<file path="src/magnetometer_sample_heading_defines.svh">
// Assertion macros shared by the magnetometer sample and heading block.
// No dependencies; define ASSERT_OFF to compile the checks out.
`ifndef MAGNETOMETER_SAMPLE_HEADING_DEFINES_SVH
`define MAGNETOMETER_SAMPLE_HEADING_DEFINES_SVH

`ifndef ASSERT_OFF

// Same-cycle implication, disabled while reset is asserted.
`define MSH_ASSERT_IMPL(label, clk, rst_n, ante, cons) \
  label: assert property (@(posedge clk) disable iff (!rst_n) (ante) |-> (cons)) \
    else $error("msh: implication check failed");

// Next-cycle implication, disabled while reset is asserted.
`define MSH_ASSERT_NEXT(label, clk, rst_n, ante, cons) \
  label: assert property (@(posedge clk) disable iff (!rst_n) (ante) |=> (cons)) \
    else $error("msh: next-cycle check failed");

`else

`define MSH_ASSERT_IMPL(label, clk, rst_n, ante, cons)
`define MSH_ASSERT_NEXT(label, clk, rst_n, ante, cons)

`endif

`endif

</file>
<file path="src/msh_pkg.sv">
// Package for the magnetometer sample and heading block: types, codes,
// the CORDIC arctangent table and an axis helper. No dependencies.
package msh_pkg;

  // Number of CORDIC vectoring steps and the arctangent table depth.
  localparam int CORDIC_STEPS = 16;
  localparam int ATAN_ENTRIES = 24;
  localparam int CORDIC_ITERS = (CORDIC_STEPS < ATAN_ENTRIES) ? CORDIC_STEPS : ATAN_ENTRIES;
  localparam int STEP_W       = $clog2(CORDIC_ITERS);
  localparam int ATAN_IDX_W   = $clog2(ATAN_ENTRIES);

  // Field and datapath widths.
  localparam int AXIS_W    = 18;
  localparam int CORDIC_W  = 29;
  localparam int ANGLE_W   = 32;
  localparam int PROD_W    = 38;
  localparam int HEAD_W    = 16;
  localparam int ID_W      = 8;
  localparam int PERIOD_W  = 16;
  localparam int CFG_DATA_W = 16;
  localparam int CFG_ADDR_W = 1;
  localparam int IN_DATA_W  = 72;
  localparam int OUT_DATA_W = 72;

  // Heading conversion: 46080 units per turn is 45 * 1024.
  localparam logic [PROD_W-1:0] TURN_MUL   = PROD_W'(45);
  localparam logic [PROD_W-1:0] TURN_ROUND = PROD_W'(64'd1 << 21);
  localparam int                TURN_SHIFT = 22;
  localparam logic [HEAD_W-1:0] TURN_UNITS = HEAD_W'(46080);
  localparam logic [ANGLE_W-1:0] HALF_TURN = 32'h8000_0000;

  // Reset values of the configuration registers.
  localparam logic [ID_W-1:0]     EXPECTED_ID_RST     = 8'd48;
  localparam logic [PERIOD_W-1:0] RECOVERY_PERIOD_RST = 16'd50;

  // Operation codes and register indexes.
  localparam logic OP_POLL    = 1'b0;
  localparam logic OP_BRINGUP = 1'b1;
  localparam logic [CFG_ADDR_W-1:0] REG_EXPECTED_ID     = 1'b0;
  localparam logic [CFG_ADDR_W-1:0] REG_RECOVERY_PERIOD = 1'b1;

  // atan(2^-i) in units of 1/2^32 turn.
  localparam logic [ANGLE_W-1:0] ATAN_TURNS [ATAN_ENTRIES] = '{
    32'h20000000, 32'h12E4051E, 32'h09FB385B, 32'h051111D4,
    32'h028B0D43, 32'h0145D7E1, 32'h00A2F61E, 32'h00517C55,
    32'h0028BE53, 32'h00145F2F, 32'h000A2F98, 32'h000517CC,
    32'h00028BE6, 32'h000145F3, 32'h0000A2FA, 32'h0000517D,
    32'h000028BE, 32'h0000145F, 32'h00000A30, 32'h00000518,
    32'h0000028C, 32'h00000146, 32'h000000A3, 32'h00000051
  };

  // Controller states.
  typedef enum logic [1:0] {
    S_IDLE,
    S_ITER,
    S_SCALE,
    S_WRITE
  } msh_state_t;

  // Unpacked input item.
  typedef struct packed {
    logic            opcode;
    logic            probe_ok;
    logic [ID_W-1:0] probe_id;
    logic            setup_ok;
    logic            read_ok;
    logic [7:0]      x_high;
    logic [7:0]      x_mid;
    logic [7:0]      y_high;
    logic [7:0]      y_mid;
    logic [7:0]      z_high;
    logic [7:0]      z_mid;
    logic [7:0]      low_bits;
  } msh_item_t;

  // Result item.
  typedef struct packed {
    logic                     sample_valid;
    logic                     present_now;
    logic                     probe_made;
    logic signed [AXIS_W-1:0] x_field;
    logic signed [AXIS_W-1:0] y_field;
    logic signed [AXIS_W-1:0] z_field;
    logic [HEAD_W-1:0]        heading;
  } msh_result_t;

  // Commands from the controller to the datapath.
  typedef struct packed {
    logic load;
    logic step;
    logic scale;
    logic write;
  } msh_cmd_t;

  // Status from the datapath to the controller.
  typedef struct packed {
    logic sample_item;
    logic last_step;
    logic out_free;
  } msh_status_t;

  // Rebuild one axis and remove midscale: subtracting 2^17 flips the top bit.
  function automatic logic signed [AXIS_W-1:0] axis_field(
    input logic [7:0] hi,
    input logic [7:0] mid,
    input logic [1:0] lsb
  );
    logic [AXIS_W-1:0] raw;
    raw = {hi, mid, lsb};
    return {~raw[AXIS_W-1], raw[AXIS_W-2:0]};
  endfunction

endpackage

</file>
<file path="src/msh_ctrl.sv">
// Controller for the magnetometer sample and heading block: sequences load,
// CORDIC steps, scaling and the result write. Depends on msh_pkg.
`include "magnetometer_sample_heading_defines.svh"

module msh_ctrl
  import msh_pkg::*;
(
  input  logic        clk,
  input  logic        rst_n,
  input  logic        in_tvalid,
  output logic        in_tready,
  input  msh_status_t status,
  output msh_cmd_t    cmd
);

  msh_state_t state_r;
  msh_state_t state_nxt;

  // Next-state logic.
  always_comb begin
    state_nxt = state_r;
    case (state_r)
      S_IDLE: begin
        if (in_tvalid) begin
          state_nxt = status.sample_item ? S_ITER : S_WRITE;
        end
      end
      S_ITER: begin
        if (status.last_step) begin
          state_nxt = S_SCALE;
        end
      end
      S_SCALE: begin
        state_nxt = S_WRITE;
      end
      S_WRITE: begin
        if (status.out_free) begin
          state_nxt = S_IDLE;
        end
      end
      default: begin
        state_nxt = S_IDLE;
      end
    endcase
  end

  // Output decoding.
  always_comb begin
    in_tready = 1'b0;
    cmd       = '0;
    case (state_r)
      S_IDLE: begin
        in_tready = 1'b1;
        cmd.load  = in_tvalid;
      end
      S_ITER: begin
        cmd.step = 1'b1;
      end
      S_SCALE: begin
        cmd.scale = 1'b1;
      end
      S_WRITE: begin
        cmd.write = status.out_free;
      end
      default: begin
        in_tready = 1'b0;
      end
    endcase
  end

  // State register.
  always_ff @(posedge clk) begin
    if (!rst_n) begin
      state_r <= S_IDLE;
    end else begin
      state_r <= state_nxt;
    end
  end

  // A sample transaction must start the CORDIC steps.
  `MSH_ASSERT_NEXT(a_sample_iterates, clk, rst_n, cmd.load && status.sample_item, state_r == S_ITER)
  // The result register is only loaded when it is free.
  `MSH_ASSERT_IMPL(a_write_free, clk, rst_n, cmd.write, status.out_free)

endmodule

</file>
<file path="src/msh_datapath.sv">
// Datapath for the magnetometer sample and heading block: presence and
// recovery state, configuration, axis rebuild, iterated CORDIC and the
// result register. Depends on msh_pkg.
`include "magnetometer_sample_heading_defines.svh"

module msh_datapath
  import msh_pkg::*;
(
  input  logic                  clk,
  input  logic                  rst_n,
  input  msh_cmd_t              cmd,
  output msh_status_t           status,
  input  logic                  cfg_we,
  input  logic [CFG_ADDR_W-1:0] cfg_addr,
  input  logic [CFG_DATA_W-1:0] cfg_wdata,
  input  msh_item_t             item,
  input  logic                  out_tready,
  output logic                  out_tvalid,
  output msh_result_t           out_res
);

  // Configuration and presence state.
  logic [ID_W-1:0]     expected_id_r;
  logic [PERIOD_W-1:0] period_r;
  logic                present_r, present_nxt;
  logic [PERIOD_W-1:0] rec_cnt_r, rec_cnt_nxt;

  // Item registers.
  logic                     valid_r, valid_nxt;
  logic                     probed_r, probed_nxt;
  logic                     zero_r;
  logic signed [AXIS_W-1:0] xf_r, yf_r, zf_r;

  // CORDIC registers.
  logic signed [CORDIC_W-1:0] x_r, x_nxt;
  logic signed [CORDIC_W-1:0] y_r, y_nxt;
  logic [ANGLE_W-1:0]         ang_r, ang_nxt;
  logic [STEP_W-1:0]          step_r;
  logic [PROD_W-1:0]          prod_r;

  // Result register.
  logic        out_tvalid_r;
  msh_result_t out_res_r;

  logic                     id_match;
  logic [PERIOD_W-1:0]      cnt_inc;
  logic signed [AXIS_W-1:0] xf_c, yf_c, zf_c;
  logic signed [CORDIC_W-1:0] xs, ys, dx, dy;
  logic [ANGLE_W-1:0]       atan_c;
  logic                     y_pos;
  logic [PROD_W-1:0]        h_sum;
  logic [HEAD_W-1:0]        h_c, heading_c;

  // Axis rebuild from the packed bytes.
  assign xf_c = axis_field(item.x_high, item.x_mid, item.low_bits[7:6]);
  assign yf_c = axis_field(item.y_high, item.y_mid, item.low_bits[5:4]);
  assign zf_c = axis_field(item.z_high, item.z_mid, item.low_bits[3:2]);

  // Presence decision for the offered item.
  always_comb begin
    id_match    = item.probe_ok && (item.probe_id == expected_id_r);
    cnt_inc     = rec_cnt_r + PERIOD_W'(1);
    present_nxt = present_r;
    rec_cnt_nxt = rec_cnt_r;
    valid_nxt   = 1'b0;
    probed_nxt  = 1'b0;
    if (item.opcode == OP_BRINGUP) begin
      probed_nxt  = 1'b1;
      present_nxt = id_match && item.setup_ok;
    end else if (!present_r) begin
      rec_cnt_nxt = cnt_inc;
      if (cnt_inc >= period_r) begin
        rec_cnt_nxt = '0;
        probed_nxt  = 1'b1;
        if (id_match) begin
          present_nxt = item.setup_ok;
        end
      end
    end else if (!item.read_ok) begin
      present_nxt = 1'b0;
      rec_cnt_nxt = '0;
    end else begin
      valid_nxt = 1'b1;
    end
  end

  // CORDIC start vector: scale by 256 and fold the left half-plane over.
  assign xs = {{(CORDIC_W-AXIS_W-8){xf_c[AXIS_W-1]}}, xf_c, 8'd0};
  assign ys = {{(CORDIC_W-AXIS_W-8){yf_c[AXIS_W-1]}}, yf_c, 8'd0};

  // One vectoring step per cycle with barrel shifts shared by all steps.
  assign dx     = y_r >>> step_r;
  assign dy     = x_r >>> step_r;
  assign atan_c = ATAN_TURNS[ATAN_IDX_W'(step_r)];
  assign y_pos  = !y_r[CORDIC_W-1] && (y_r != '0);

  always_comb begin
    x_nxt   = x_r;
    y_nxt   = y_r;
    ang_nxt = ang_r;
    if (cmd.load) begin
      if (xf_c[AXIS_W-1]) begin
        x_nxt   = -xs;
        y_nxt   = -ys;
        ang_nxt = HALF_TURN;
      end else begin
        x_nxt   = xs;
        y_nxt   = ys;
        ang_nxt = '0;
      end
    end else if (cmd.step) begin
      if (y_pos) begin
        x_nxt   = x_r + dx;
        y_nxt   = y_r - dy;
        ang_nxt = ang_r + atan_c;
      end else begin
        x_nxt   = x_r - dx;
        y_nxt   = y_r + dy;
        ang_nxt = ang_r - atan_c;
      end
    end
  end

  // Angle to 1/128 degree with rounding; a full turn, an invalid item or a zero vector gives zero.
  always_comb begin
    h_sum = prod_r + TURN_ROUND;
    h_c   = h_sum[TURN_SHIFT +: HEAD_W];
    if (!valid_r || zero_r || (h_c >= TURN_UNITS)) begin
      heading_c = '0;
    end else begin
      heading_c = h_c;
    end
  end

  // Configuration, presence and recovery registers.
  always_ff @(posedge clk) begin
    if (!rst_n) begin
      expected_id_r <= EXPECTED_ID_RST;
      period_r      <= RECOVERY_PERIOD_RST;
      present_r     <= 1'b0;
      rec_cnt_r     <= '0;
    end else begin
      if (cfg_we) begin
        case (cfg_addr)
          REG_EXPECTED_ID:     expected_id_r <= cfg_wdata[ID_W-1:0];
          REG_RECOVERY_PERIOD: period_r      <= cfg_wdata[PERIOD_W-1:0];
          default: begin
            period_r <= period_r;
          end
        endcase
      end
      if (cmd.load) begin
        present_r <= present_nxt;
        rec_cnt_r <= rec_cnt_nxt;
      end
    end
  end

  // Item and CORDIC payload registers.
  always_ff @(posedge clk) begin
    x_r   <= x_nxt;
    y_r   <= y_nxt;
    ang_r <= ang_nxt;
    if (cmd.load) begin
      valid_r  <= valid_nxt;
      probed_r <= probed_nxt;
      zero_r   <= (xf_c == '0) && (yf_c == '0);
      xf_r     <= valid_nxt ? xf_c : '0;
      yf_r     <= valid_nxt ? yf_c : '0;
      zf_r     <= valid_nxt ? zf_c : '0;
      step_r   <= '0;
    end else if (cmd.step) begin
      step_r <= step_r + STEP_W'(1);
    end
    if (cmd.scale) begin
      prod_r <= PROD_W'(ang_r) * TURN_MUL;
    end
  end

  // Result register, parting the output side from the work.
  always_ff @(posedge clk) begin
    if (!rst_n) begin
      out_tvalid_r <= 1'b0;
    end else if (cmd.write) begin
      out_tvalid_r <= 1'b1;
    end else if (out_tready) begin
      out_tvalid_r <= 1'b0;
    end
  end

  always_ff @(posedge clk) begin
    if (cmd.write) begin
      out_res_r.sample_valid <= valid_r;
      out_res_r.present_now  <= present_r;
      out_res_r.probe_made   <= probed_r;
      out_res_r.x_field      <= xf_r;
      out_res_r.y_field      <= yf_r;
      out_res_r.z_field      <= zf_r;
      out_res_r.heading      <= heading_c;
    end
  end

  assign out_tvalid = out_tvalid_r;
  assign out_res    = out_res_r;

  assign status.sample_item = (item.opcode == OP_POLL) && present_r && item.read_ok;
  assign status.last_step   = (step_r == STEP_W'(CORDIC_ITERS - 1));
  assign status.out_free    = !out_tvalid_r || out_tready;

  // A result without a fresh sample carries zero fields and heading.
  `MSH_ASSERT_IMPL(a_stale_zero, clk, rst_n, out_tvalid_r && !out_res_r.sample_valid,
                   (out_res_r.x_field == '0) && (out_res_r.heading == '0))
  // Headings stay below a full turn.
  `MSH_ASSERT_IMPL(a_heading_range, clk, rst_n, out_tvalid_r, out_res_r.heading < TURN_UNITS)

endmodule

</file>
<file path="src/magnetometer_sample_heading.sv">
// Magnetometer sample and heading block: a sample transaction runs through
// load, the CORDIC loop at one step per cycle, scaling and the result write
// before the next acceptance; the write waits while the result register is full.
// Bring-up, probe, recovery and dropped-read transactions skip to the write.
// Synchronous active-low reset: device absent, recovery count 0,
// expected_id 48, recovery_period 50, no result pending.
// Top level: packs the stream ports and joins msh_ctrl and msh_datapath.
module magnetometer_sample_heading
  import msh_pkg::*;
(
  input  logic                  clk,
  input  logic                  rst_n,
  // Input stream.
  input  logic                  in_tvalid,
  output logic                  in_tready,
  // tdata: probe_ok, probe_id, setup_ok, read_ok, x_high, x_mid, y_high,
  // y_mid, z_high, z_mid, low_bits, zero fill.
  input  logic [IN_DATA_W-1:0]  in_tdata,
  // tuser: opcode.
  input  logic                  in_tuser,
  // Result stream.
  output logic                  out_tvalid,
  input  logic                  out_tready,
  // tdata: present_now, probe_made, x_field, y_field, z_field, heading.
  output logic [OUT_DATA_W-1:0] out_tdata,
  // tuser: sample_valid.
  output logic                  out_tuser,
  // Configuration writes.
  input  logic                  cfg_we,
  input  logic [CFG_ADDR_W-1:0] cfg_addr,
  input  logic [CFG_DATA_W-1:0] cfg_wdata
);

  msh_item_t   item;
  msh_result_t res;
  msh_cmd_t    cmd;
  msh_status_t status;

  // Unpack the input transaction.
  always_comb begin
    item.opcode   = in_tuser;
    item.probe_ok = in_tdata[0];
    item.probe_id = in_tdata[8:1];
    item.setup_ok = in_tdata[9];
    item.read_ok  = in_tdata[10];
    item.x_high   = in_tdata[18:11];
    item.x_mid    = in_tdata[26:19];
    item.y_high   = in_tdata[34:27];
    item.y_mid    = in_tdata[42:35];
    item.z_high   = in_tdata[50:43];
    item.z_mid    = in_tdata[58:51];
    item.low_bits = in_tdata[66:59];
  end

  // Pack the result transaction.
  assign out_tuser = res.sample_valid;
  assign out_tdata = {res.heading, res.z_field, res.y_field, res.x_field,
                      res.probe_made, res.present_now};

  msh_ctrl u_ctrl (
    .clk       (clk),
    .rst_n     (rst_n),
    .in_tvalid (in_tvalid),
    .in_tready (in_tready),
    .status    (status),
    .cmd       (cmd)
  );

  msh_datapath u_datapath (
    .clk        (clk),
    .rst_n      (rst_n),
    .cmd        (cmd),
    .status     (status),
    .cfg_we     (cfg_we),
    .cfg_addr   (cfg_addr),
    .cfg_wdata  (cfg_wdata),
    .item       (item),
    .out_tready (out_tready),
    .out_tvalid (out_tvalid),
    .out_res    (res)
  );

endmodule
</file>
<file path="config.mk">
export PLATFORM = sky130hd
export DESIGN_NAME = magnetometer_sample_heading
export DESIGN_NICKNAME = d
export VERILOG_FILES = /design/src/msh_pkg.sv /design/src/msh_ctrl.sv /design/src/msh_datapath.sv /design/src/magnetometer_sample_heading.sv
export VERILOG_INCLUDE_DIRS = /design/src /design/src/src
export SDC_FILE = /design/constraint.sdc
export NUM_CORES = 1
export LEC_CHECK = 0
export CAP_MARGIN = 20
export CORE_MARGIN = 5
export CORE_UTILIZATION = 40
export CTS_CLUSTER_DIAMETER = 40
export CTS_CLUSTER_SIZE = 30
export DETAILED_ROUTE_END_ITERATION = 7
export DONT_BUFFER_PORTS = 1
export HOLD_SLACK_MARGIN = 0.02
export PLACE_DENSITY = 0.6
export SLEW_MARGIN = 20
export SYNTH_ARGS = -nofsm -noshare
export SYNTH_HDL_FRONTEND = slang
export SYNTH_SLANG_ARGS = --single-unit
</file>
<file path="constraint.sdc">
create_clock -name clk -period 5.82 [get_ports clk]
set_clock_uncertainty 0.1 [all_clocks]
set_input_delay 0.873 -clock clk [delete_from_list [all_inputs] [get_ports clk]]
set_output_delay 0.873 -clock clk [all_outputs]
set_load 0.01 [all_outputs]
</file>
**Word-level counts from Yosys, hierarchy flattened**

Memories as Yosys holds them, arrays and structs flattened.
Cells that the tools add are included.

- Shift-type cells: 2
- Bitwise operators: 6
- $lt $le $gt $ge: 3
- Multiplexer cells: 38
- Reductions and logical operators: 22
- Multipliers: 1
- Add/sub/neg operators: 11
- Equal/unequal tests: 9

Operators by type and width:

| kind | count |
|---|---|
| two-way mux 29 bit | 8 |
| two-way mux 32 bit | 6 |
| adder 29 bit | 2 |
| negator 26 -> 29 bit | 2 |
| >>> shifter 29 x 4 -> 29 bit | 2 |
| subtractor 29 bit | 2 |
| two-way mux 16 bit | 3 |
| adder 38 x 22 -> 38 bit, second input constant | 1 |
| multiplier 32 x 6 -> 38 bit, second input constant | 1 |
| zero test 18 bit | 2 |
| adder 32 bit | 1 |
| subtractor 32 bit | 1 |
| nonzero test 29 bit | 1 |
| adder 16 x 1 -> 16 bit, second input constant | 1 |
| greater-or-equal comparator 16 bit | 1 |
| greater-or-equal comparator 16 bit, second input constant | 1 |
| two-way mux 1 bit | 16 |
| equality test 8 bit | 1 |
| two-way mux 2 bit | 4 |
| case mux 2 bit (4 select lines) | 1 |
| greater-or-equal comparator 6 bit, second input constant | 1 |
| logical AND 1 bit | 6 |
| inequality test 2 bit, second input constant | 3 |
| inverter 4 -> 6 bit | 1 |
| other kinds (12) | 24 |

- Bits of input ports: 95
- Output and inout port bits: 75
- Memories kept: 1
- Bits in registers: 306
- Logic and storage cells: 117
- ROM bits: 1,024

Memory list:

| memory | depth | bits a word | rd ports | clocked after Yosys merged registers in | wr ports | line | text |
|---|---|---|---|---|---|---|---|
| (no name shown) | 32 | 32 | 1 | 0 | 0 | msh_datapath.sv:94 | `assign atan_c = ATAN_TURNS[ATAN_IDX_W'(step_r)];` |

**Logic depth before layout (Yosys ltp)**

Gate-level depths: netlist of run 1.

- Word-level depth: 8
- Depth in mapped cells: 29
- Depth with buffers taken out: 24

**Hierarchy**

Synthesis of run 1 repeated with hierarchy kept, for this count alone.

- Cell total of the unflattened synthesis: 2,631
- Area, all modules: 24,935.2 µm²

By module, submodules not included:

| module | area each (µm²) | cells an instance | sequential area each (µm²) | instances |
|---|---|---|---|---|
| msh_datapath | 24,740.0 | 2,609 | 8,037.7 | 1 |
| msh_ctrl | 195.2 | 22 | 40.0 | 1 |

**Worst setup path before layout of run 1**

No wires, ideal clock.

- Path type: register to register
- Start: register u_datapath.step_r[0]
- End: register u_datapath.ang_r[30], data pin
- Data arrival time: 5.942 ns
- Path buffers: 6
- Data required time: 5.454 ns
- Stages on the path, launching flop included: 27
- Library setup time: 0.266 ns
- Slack: -0.488 ns
- Period minus slack after synthesis: 6.308 ns
- Cells stage by stage: dfxtp_1 -> buf_2 -> buf_2 -> clkinv_1 -> buf_2 -> buf_1 -> clkbuf_1 -> ha_1 -> o21ai_0 -> nor2_1 -> a31oi_1 -> ha_1 -> nand3_1 -> or3_1 -> o41ai_2 -> xnor2_1 -> ha_1 -> clkbuf_1 -> a21o_1 -> a21oi_1 -> a21oi_1 -> a211o_1 -> a221o_1 -> a211o_1 -> a21oi_1 -> xor2_1 -> nor2_1

- Longest elaborated chain between the ends: 8
- Elaborated cells on any way between the ends: 9
- Those cells by class: 2 x add/sub; 5 x mux; 1 x bitwise; 1 x memory

Ends and longest elaborated chain:

| what | line | text |
|---|---|---|
| from (decl) | msh_datapath.sv:38 | `logic [STEP_W-1:0] step_r;` |
| from (signal assigned) | msh_datapath.sv:173 | `step_r <= step_r + STEP_W'(1);` |
| inverter 4 -> 6 bit (implied by the code) (*) | msh_datapath.sv:94 |  |
| memory (32 x 32 bit) (*) | - |  |
| two-way mux 32 bit (implied by the code) (*) (2 in a row) | msh_datapath.sv:94 |  |
| subtractor 32 bit or adder 32 bit (tied branches) | msh_datapath.sv:119, msh_datapath.sv:115 |  |
| two-way mux 32 bit (*) | msh_datapath.sv:112 | `if (y_pos) begin` |
| two-way mux 32 bit (*) | msh_datapath.sv:111 | `end else if (cmd.step) begin` |
| two-way mux 32 bit (*) | msh_datapath.sv:101 | `if (cmd.load) begin` |
| to (signal assigned) | msh_datapath.sv:163 | `ang_r <= ang_nxt;` |
| to (decl) | msh_datapath.sv:37 | `logic [ANGLE_W-1:0] ang_r, ang_nxt;` |

Every way passes the cells marked *; elsewhere a longest branch is shown, timed or not. The select of a mux whose other input is x is not followed.
A chain may end at the register's enable or synchronous reset.

**Worst setup path in the final report of run 1**

- Start: register u_datapath.step_r[1]
- End: register u_datapath.y_r[28], data pin

- Longest elaborated chain between the ends: 5
- Elaborated cells on any way between the ends: 6
- Those cells by class: 2 x add/sub; 1 x shift; 3 x mux

Ends and longest elaborated chain:

| what | line | text |
|---|---|---|
| >>> shifter 29 x 4 -> 29 bit (*) | msh_datapath.sv:93 | `assign dy = x_r >>> step_r;` |
| adder 29 bit or subtractor 29 bit (tied branches) | msh_datapath.sv:118, msh_datapath.sv:114 |  |
| two-way mux 29 bit (*) | msh_datapath.sv:112 |  |
| two-way mux 29 bit (*) | msh_datapath.sv:111 |  |
| two-way mux 29 bit (*) | msh_datapath.sv:101 |  |
| via u_datapath.y_nxt[28] | msh_datapath.sv:36 | `logic signed [CORDIC_W-1:0] y_r, y_nxt;` |
| to (signal assigned) | msh_datapath.sv:162 | `y_r <= y_nxt;` |
| to (decl) | msh_datapath.sv:36 |  |

Mark *: on every way through the listed nets, which the timed path passes. The rest lies on a longest branch. The select of a mux whose other input is x is not followed.

==> results of run 1 <==
[metal layers]
layer | up-vias | GRT usage, % | part of all wire, % | wire [um]
li1 | 9683 | - | - | -
met3 | 159 | 3.41 | 5.4 | 3670
met5 | - | 0 | 0 | 0
met4 | 0 | 6.99 | 3.5 | 2400
met1 | 9814 | 24.8 | 42 | 28900
met2 | 539 | 33.9 | 49 | 33100
[timing repair]
action | in CTS | in global routing
endpoints found under the setup margin | 0 | 13
hold buffers | 0 | 0
resized for setup | 0 | 6
buffers inserted | 0 | 29
[worst max-delay path by stage]
| stage | start | end | slack (ns) | depth (start not counted) |
|---|---|---|---|---|
| after floorplan | u_datapath.step_r[0] | u_datapath.ang_r[30] | 0.03 | 26 |
| after global placement | u_datapath.step_r[1] | u_datapath.x_r[28] | 0.25 | 22 |
| after detailed placement | u_datapath.step_r[1] | u_datapath.x_r[28] | 0.19 | 22 |
| after CTS | u_datapath.step_r[1] | u_datapath.x_r[28] | 0.17 | 21 |
| after global routing | u_datapath.step_r[1] | u_datapath.y_r[28] | 0.005 | 23 |
| final | u_datapath.step_r[1] | u_datapath.y_r[28] | 0.29 | 20 |
[cell families (layout without fill, tap and decap cells)]
logic type / after synthesis / count (layout)
and+or+nand+nor: 817 / 817
AOI/OAI and AO/OA: 632 / 632
buffers and inverters: 316 / 403
DFF: 285 / 285
adders and majority gates: 262 / 262
xor gates and xnor gates: 235 / 235
muxes: 117 / 117
[through the flow]
stage	util, %	setup WS, ns	hold slack [ns]	area [sq um]
finish	45.6	0.294	0.257	28100
global route	45.6	0.00477	0.242	28100
global placement	42.3	0.249	0.301	26000
floorplan	-	0.0277	0.300	24800
detailed placement	42.3	0.190	0.305	26000
CTS	45.2	0.172	0.221	27800
[synth_stat cells (all sizes together), types with 58 or more instances]
cell type,number
clkbuf,64
o21ai,130
nor2,247
xnor2,128
fa,60
edfxtp,237
inv,203
ha,202
and3,72
a21o,58
nand2,250
xor2,107
a21oi,207
[layout make-up]
cell class                      count  share of cell area (%)
Sequential cell                   285                    28.8
Tap cell                          790                    3.52
Clock buffer                       52                    4.41
Multi-Input combinational cell   2063                    55.3
Timing Repair Buffer              107                    3.19
Inverter                          204                    2.76
Clock inverter                     40                    1.94
[sequential cells by signal, summed over array words and instances, names as in the netlist, 2 cells and up]
name and count:
u_datapath.ang_r 32, u_datapath.out_res 73, u_datapath.period_r 16, u_datapath.xf_r 18
u_ctrl.state_r 2, u_datapath.y_r 29, u_datapath.x_r 29, u_datapath.prod_r 17
u_datapath.zf_r 18, u_datapath.step_r 4, u_datapath.rec_cnt_r 16, u_datapath.yf_r 18
u_datapath.expected_id_r 8
==> results.toml, run 1 <==
[outcome]
status = "completed"

[min_path]
holdPathStages = 1
worstHoldStart = "rst_n"
holdCritPathClass = "in -> reg"
holdPathEnd = "u_datapath.expected_id_r[4]"

[yosys]
synth_nets = 3021
synth_top_family_by_area = "compound AO/OA/AOI/OAI gates"
synth_enable_flop_cells = 237
yosys.area_share.simple_pct = 15.4
ys_types = 88
synth_area_leaders = "edfxtp_1, ha_1, fa_1, mux4_2, xnor2_1"
synth.area.mux_share_pct = 7.39
synth_seq_cells = 285
synth_compound_area_share_pct = 16.2
yosys_warnings = 0
yosysSeqAreaShare_pct = 32.6
syn_inst = 2664
async_flop_share_pct = 0
synth-xor-area-share_pct = 8.30
ys.flop_type = "edfxtp_1"
synth-adder-area-share_pct = 15.0
synth_top_area_cell = "edfxtp_1"
netlist_area_sq_mm = 0.0248
yosysTopAreaCellShare_pct = 28.7
postSynthAreaPerCell_sq_um = 9.30

[finish]
multi_input_area_sq_mm = 0.0155
layout_commonest_cell = "nand2_1"
instances_no_fill = 3541
syn2layout_area_growth_pct = 13.2
fillCellCount = 5806
regArea_sq_mm = 0.00809
diodes = 0
final_cell_mix = "nand2_1, nor2_1, edfxtp_1"
nNetsFinal = 3067
drive_above_1_share_pct = 11.2

[clock_tree]
cts_tree = "yes"
clkTransAtPathRegs_ns = 0.06
cts-root-buf = "clkbuf_16"
cts.sinks = 285
htreeDepth = 2
clk_latency_ns = 0.59
clockBufferDepth = 3
numCtsBuffers = 49

[sta]
fin_setup_tns_ns = 0
maxSlewViolCount = 0
setup_viol = 0
rsz0062_at_grt = "no"
period_share_pct = 95.0
final_hold_viol_count = 0
relSlewSlack_pct = 31.3
max_freq_mhz = 181
fin_crit_ns = 5.53
tightest_slew_ns = 1.03

[critical_path]
max_stage_delay_ns = 0.55
reg2regPathDepth = 20
r2r_start = "u_datapath.step_r[1]"
cp-start-kind = "flop"
critPathTopFamily = "compound AO/OA/AOI/OAI gates"
r2r_end = "u_datapath.y_r[28]"
reg2reg_slack_ns = 0.29
path_buf_inv = 2
path_class = "reg -> reg"
path_cells = "clkinvlp_4, buf_12, mux2i_1, o221ai_1, nand3_1, or2_2, o21ai_0, xor2_1, ha_1, a21oi_1, o21ai_0, or2_2, a31oi_1, a21oi_1, a21o_1, a41o_1, nor3_1, nor2_1, or4_1, o211ai_2"
critPathRequiredTime_ns = 6.16
slowest_stage = "o221ai_1"
critPathCaptureType = "flop"
arrival_ns = 5.86
crit_fanout = 13

[detailed_routing]
final_antenna_net_count = 0
wl_um = 68100
drt-wirelength-per-cell_um = 19.2
via_per_inst = 5.70
drt_pre_antenna_iters = 5
drc = 0
vias = 20200
drtIter0Drc = 1400

[floorplan]
die-area_sq_mm = 0.0670
ios = 170
initial_core_util_pct = 40.3
rows = 91
die_y_um = 259
dieWidth_um = 259
core_sq_mm = 0.0615

[global_routing]
grt_max_degree = 72
grt_pass1_vias = 20000
antenna_found_initial = 2
grt_pass1_wl_um = 108000
overflow = 0
gr-usage-all-layers_pct = 19.6

[place]
gp_congestion = 0.894
portBuffers = 0
place_inst = 3419
hpwl_um = 52200

[flow_run]
drv_cap = 0
Power of run 1 is left out: the tool's default activity adds up to more than one toggle a clock period on the data nets, which glitch-free logic cannot reach.
==> run 2, diff against run 1 <==
--- a/config.mk
+++ b/config.mk
@@ -7,10 +7,11 @@
 export NUM_CORES = 1
 export LEC_CHECK = 0
 export CAP_MARGIN = 20
+export CORE_ASPECT_RATIO = 1.1
 export CORE_MARGIN = 5
 export CORE_UTILIZATION = 40
 export CTS_CLUSTER_DIAMETER = 40
-export CTS_CLUSTER_SIZE = 30
+export CTS_CLUSTER_SIZE = 14
 export DETAILED_ROUTE_END_ITERATION = 7
 export DONT_BUFFER_PORTS = 1
 export HOLD_SLACK_MARGIN = 0.02
==> run 2 against run 1 <==
Compared with the run above:
- maximum frequency is 1.2% lower
- critical path depth unchanged
- cell count up 0.79%
- non-clock buffer count decreased by 18
- largest cell class unchanged
==> results.toml, run 2 (synthesis results as in run 1) <==
[outcome]
status = "completed"

[place]
place_inst = 3451
hpwl_um = 51800
pre_cts_ws_ns = 0.171
portBuffers = 0
gp_congestion = 0.913

[global_routing]
antenna_found_initial = 0
gr-usage-all-layers_pct = 19.6
grt_pass1_vias = 20000
overflow = 0
grt_max_degree = 61
grt_pass1_wl_um = 108000

[detailed_routing]
drc = 0
via_per_inst = 5.62
drtIter0Drc = 1320
drt_pre_antenna_iters = 8
wl_um = 68400
final_antenna_net_count = 0
vias = 20100
drt-wirelength-per-cell_um = 19.2

[finish]
diodes = 0
final_cell_mix = "nand2_1, nor2_1, edfxtp_1"
drive_above_1_share_pct = 11.3
fillCellCount = 5726
utilization_pct = 46.2
largest_register_ffs = 73
layout_commonest_cell = "nand2_1"
nNetsFinal = 3055
syn2layout_area_growth_pct = 14.0
instances_no_fill = 3569

[critical_path]
critPathCaptureType = "flop"
path_buf_inv = 2
critPathTopFamily = "compound AO/OA/AOI/OAI gates"
critPathRequiredTime_ns = 6.06
path_cells = "buf_4, mux4_2, a21oi_1, and3_1, a31oi_1, nor4b_2, buf_4, a31oi_1, xnor2_1, ha_1, a21oi_1, o211ai_1, a31oi_1, a31oi_1, a311o_1, a21o_1, a21o_1, a21oi_1, xnor2_1, nor2_1"
arrival_ns = 5.84
max_stage_delay_ns = 0.61
slowest_stage = "mux4_2"
path_class = "reg -> reg"
critPathMostFrequentCell = "a31oi_1"
cp-start-kind = "flop"
crit_fanout = 14

[sta]
final_hold_viol_count = 0
period_share_pct = 96.1
setup_viol = 0
relSlewSlack_pct = 39.4
fin_crit_ns = 5.60
maxSlewViolCount = 0
tightest_slew_ns = 0.910
max_freq_mhz = 179
fin_setup_tns_ns = 0
timing.final.ws_setup_ns = 0.224

[floorplan]
ios = 170
core_sq_mm = 0.0612
die-area_sq_mm = 0.0670
die_y_um = 271
rows = 95
initial_core_util_pct = 40.5
dieWidth_um = 247

[clock_tree]
clk_latency_ns = 0.61
numCtsBuffers = 55
cts-root-buf = "clkbuf_16"
cts_tree = "yes"
clkTransAtPathRegs_ns = 0.06
htreeDepth = 2
cts.sinks = 285
clockBufferDepth = 3

[min_path]
holdCritPathClass = "in -> reg"

[flow_run]
drv_cap = 0
==> run 2: changes by cell type in the layout (fill, tap and decap cells not counted), moves of 2 or more <==
cell / before / now
clkbuf_1: 3 / 1
inv_4: 2 / 5
inv_6: 4 / 6
mux2i_2: 0 / 2
clkinv_8: 0 / 4
clkinv_1: 2 / 0
mux2i_1: 52 / 50
buf_12: 4 / 2
buf_4: 100 / 81
buf_8: 0 / 2
inv_8: 8 / 5
clkbuf_16: 50 / 60
clkinvlp_4: 5 / 7
==> run 2: layout make-up <==
type	count	area, sq um	area share (%)
Sequential cell	285	8090	28.6
Multi-Input combinational cell	2063	15600	55.0
Inverter	204	773	2.74
Clock inverter	44	579	2.05
Clock buffer	60	1480	5.24
Tap cell	824	1030	3.65
Timing Repair Buffer	89	753	2.66
==> run 2: through the flow <==
stage	cell area [sq um]	hold WS (ns)
finish	28300	0.240
global placement	26000	0.301
detailed placement	26000	0.305
CTS	28100	0.205
global route	28300	0.233
floorplan	24800	0.300
==> run 2: metal layers <==
metal	vias up	share of wire (%)	track usage, %	wire length, um
met2	502	51	35.3	34800
met1	9735	41	24.2	28200
met3	129	4.7	2.95	3230
met4	0	3.2	6.06	2180
met5	-	0	0	0
li1	9688	-	-	-
==> run 2: worst paths after layout <==
kind / cells after the start / slack [ns] / endpoint / from
setup / recovery: 20 / 0.22 / u_datapath.x_r[28] / u_datapath.step_r[1]
setup reg to reg: 20 / 0.22 / u_datapath.x_r[28] / u_datapath.step_r[1]
hold / removal: 1 / 0.24 / u_datapath.expected_id_r[4] / rst_n
hold reg to reg: 0 / 0.29 / u_datapath.out_res[50] / u_datapath.yf_r[16]
==> run 2: timing repair <==
| item | 4_1_cts | 5_1_grt |
|---|---|---|
| hold buffers | 0 | 0 |
| resized for setup | 0 | 16 |
| setup buffers | 0 | 13 |
| endpoints found under the hold margin | 0 | 0 |
| endpoints found under the setup margin | 0 | 18 |
Power of run 2 is left out for the same reason.
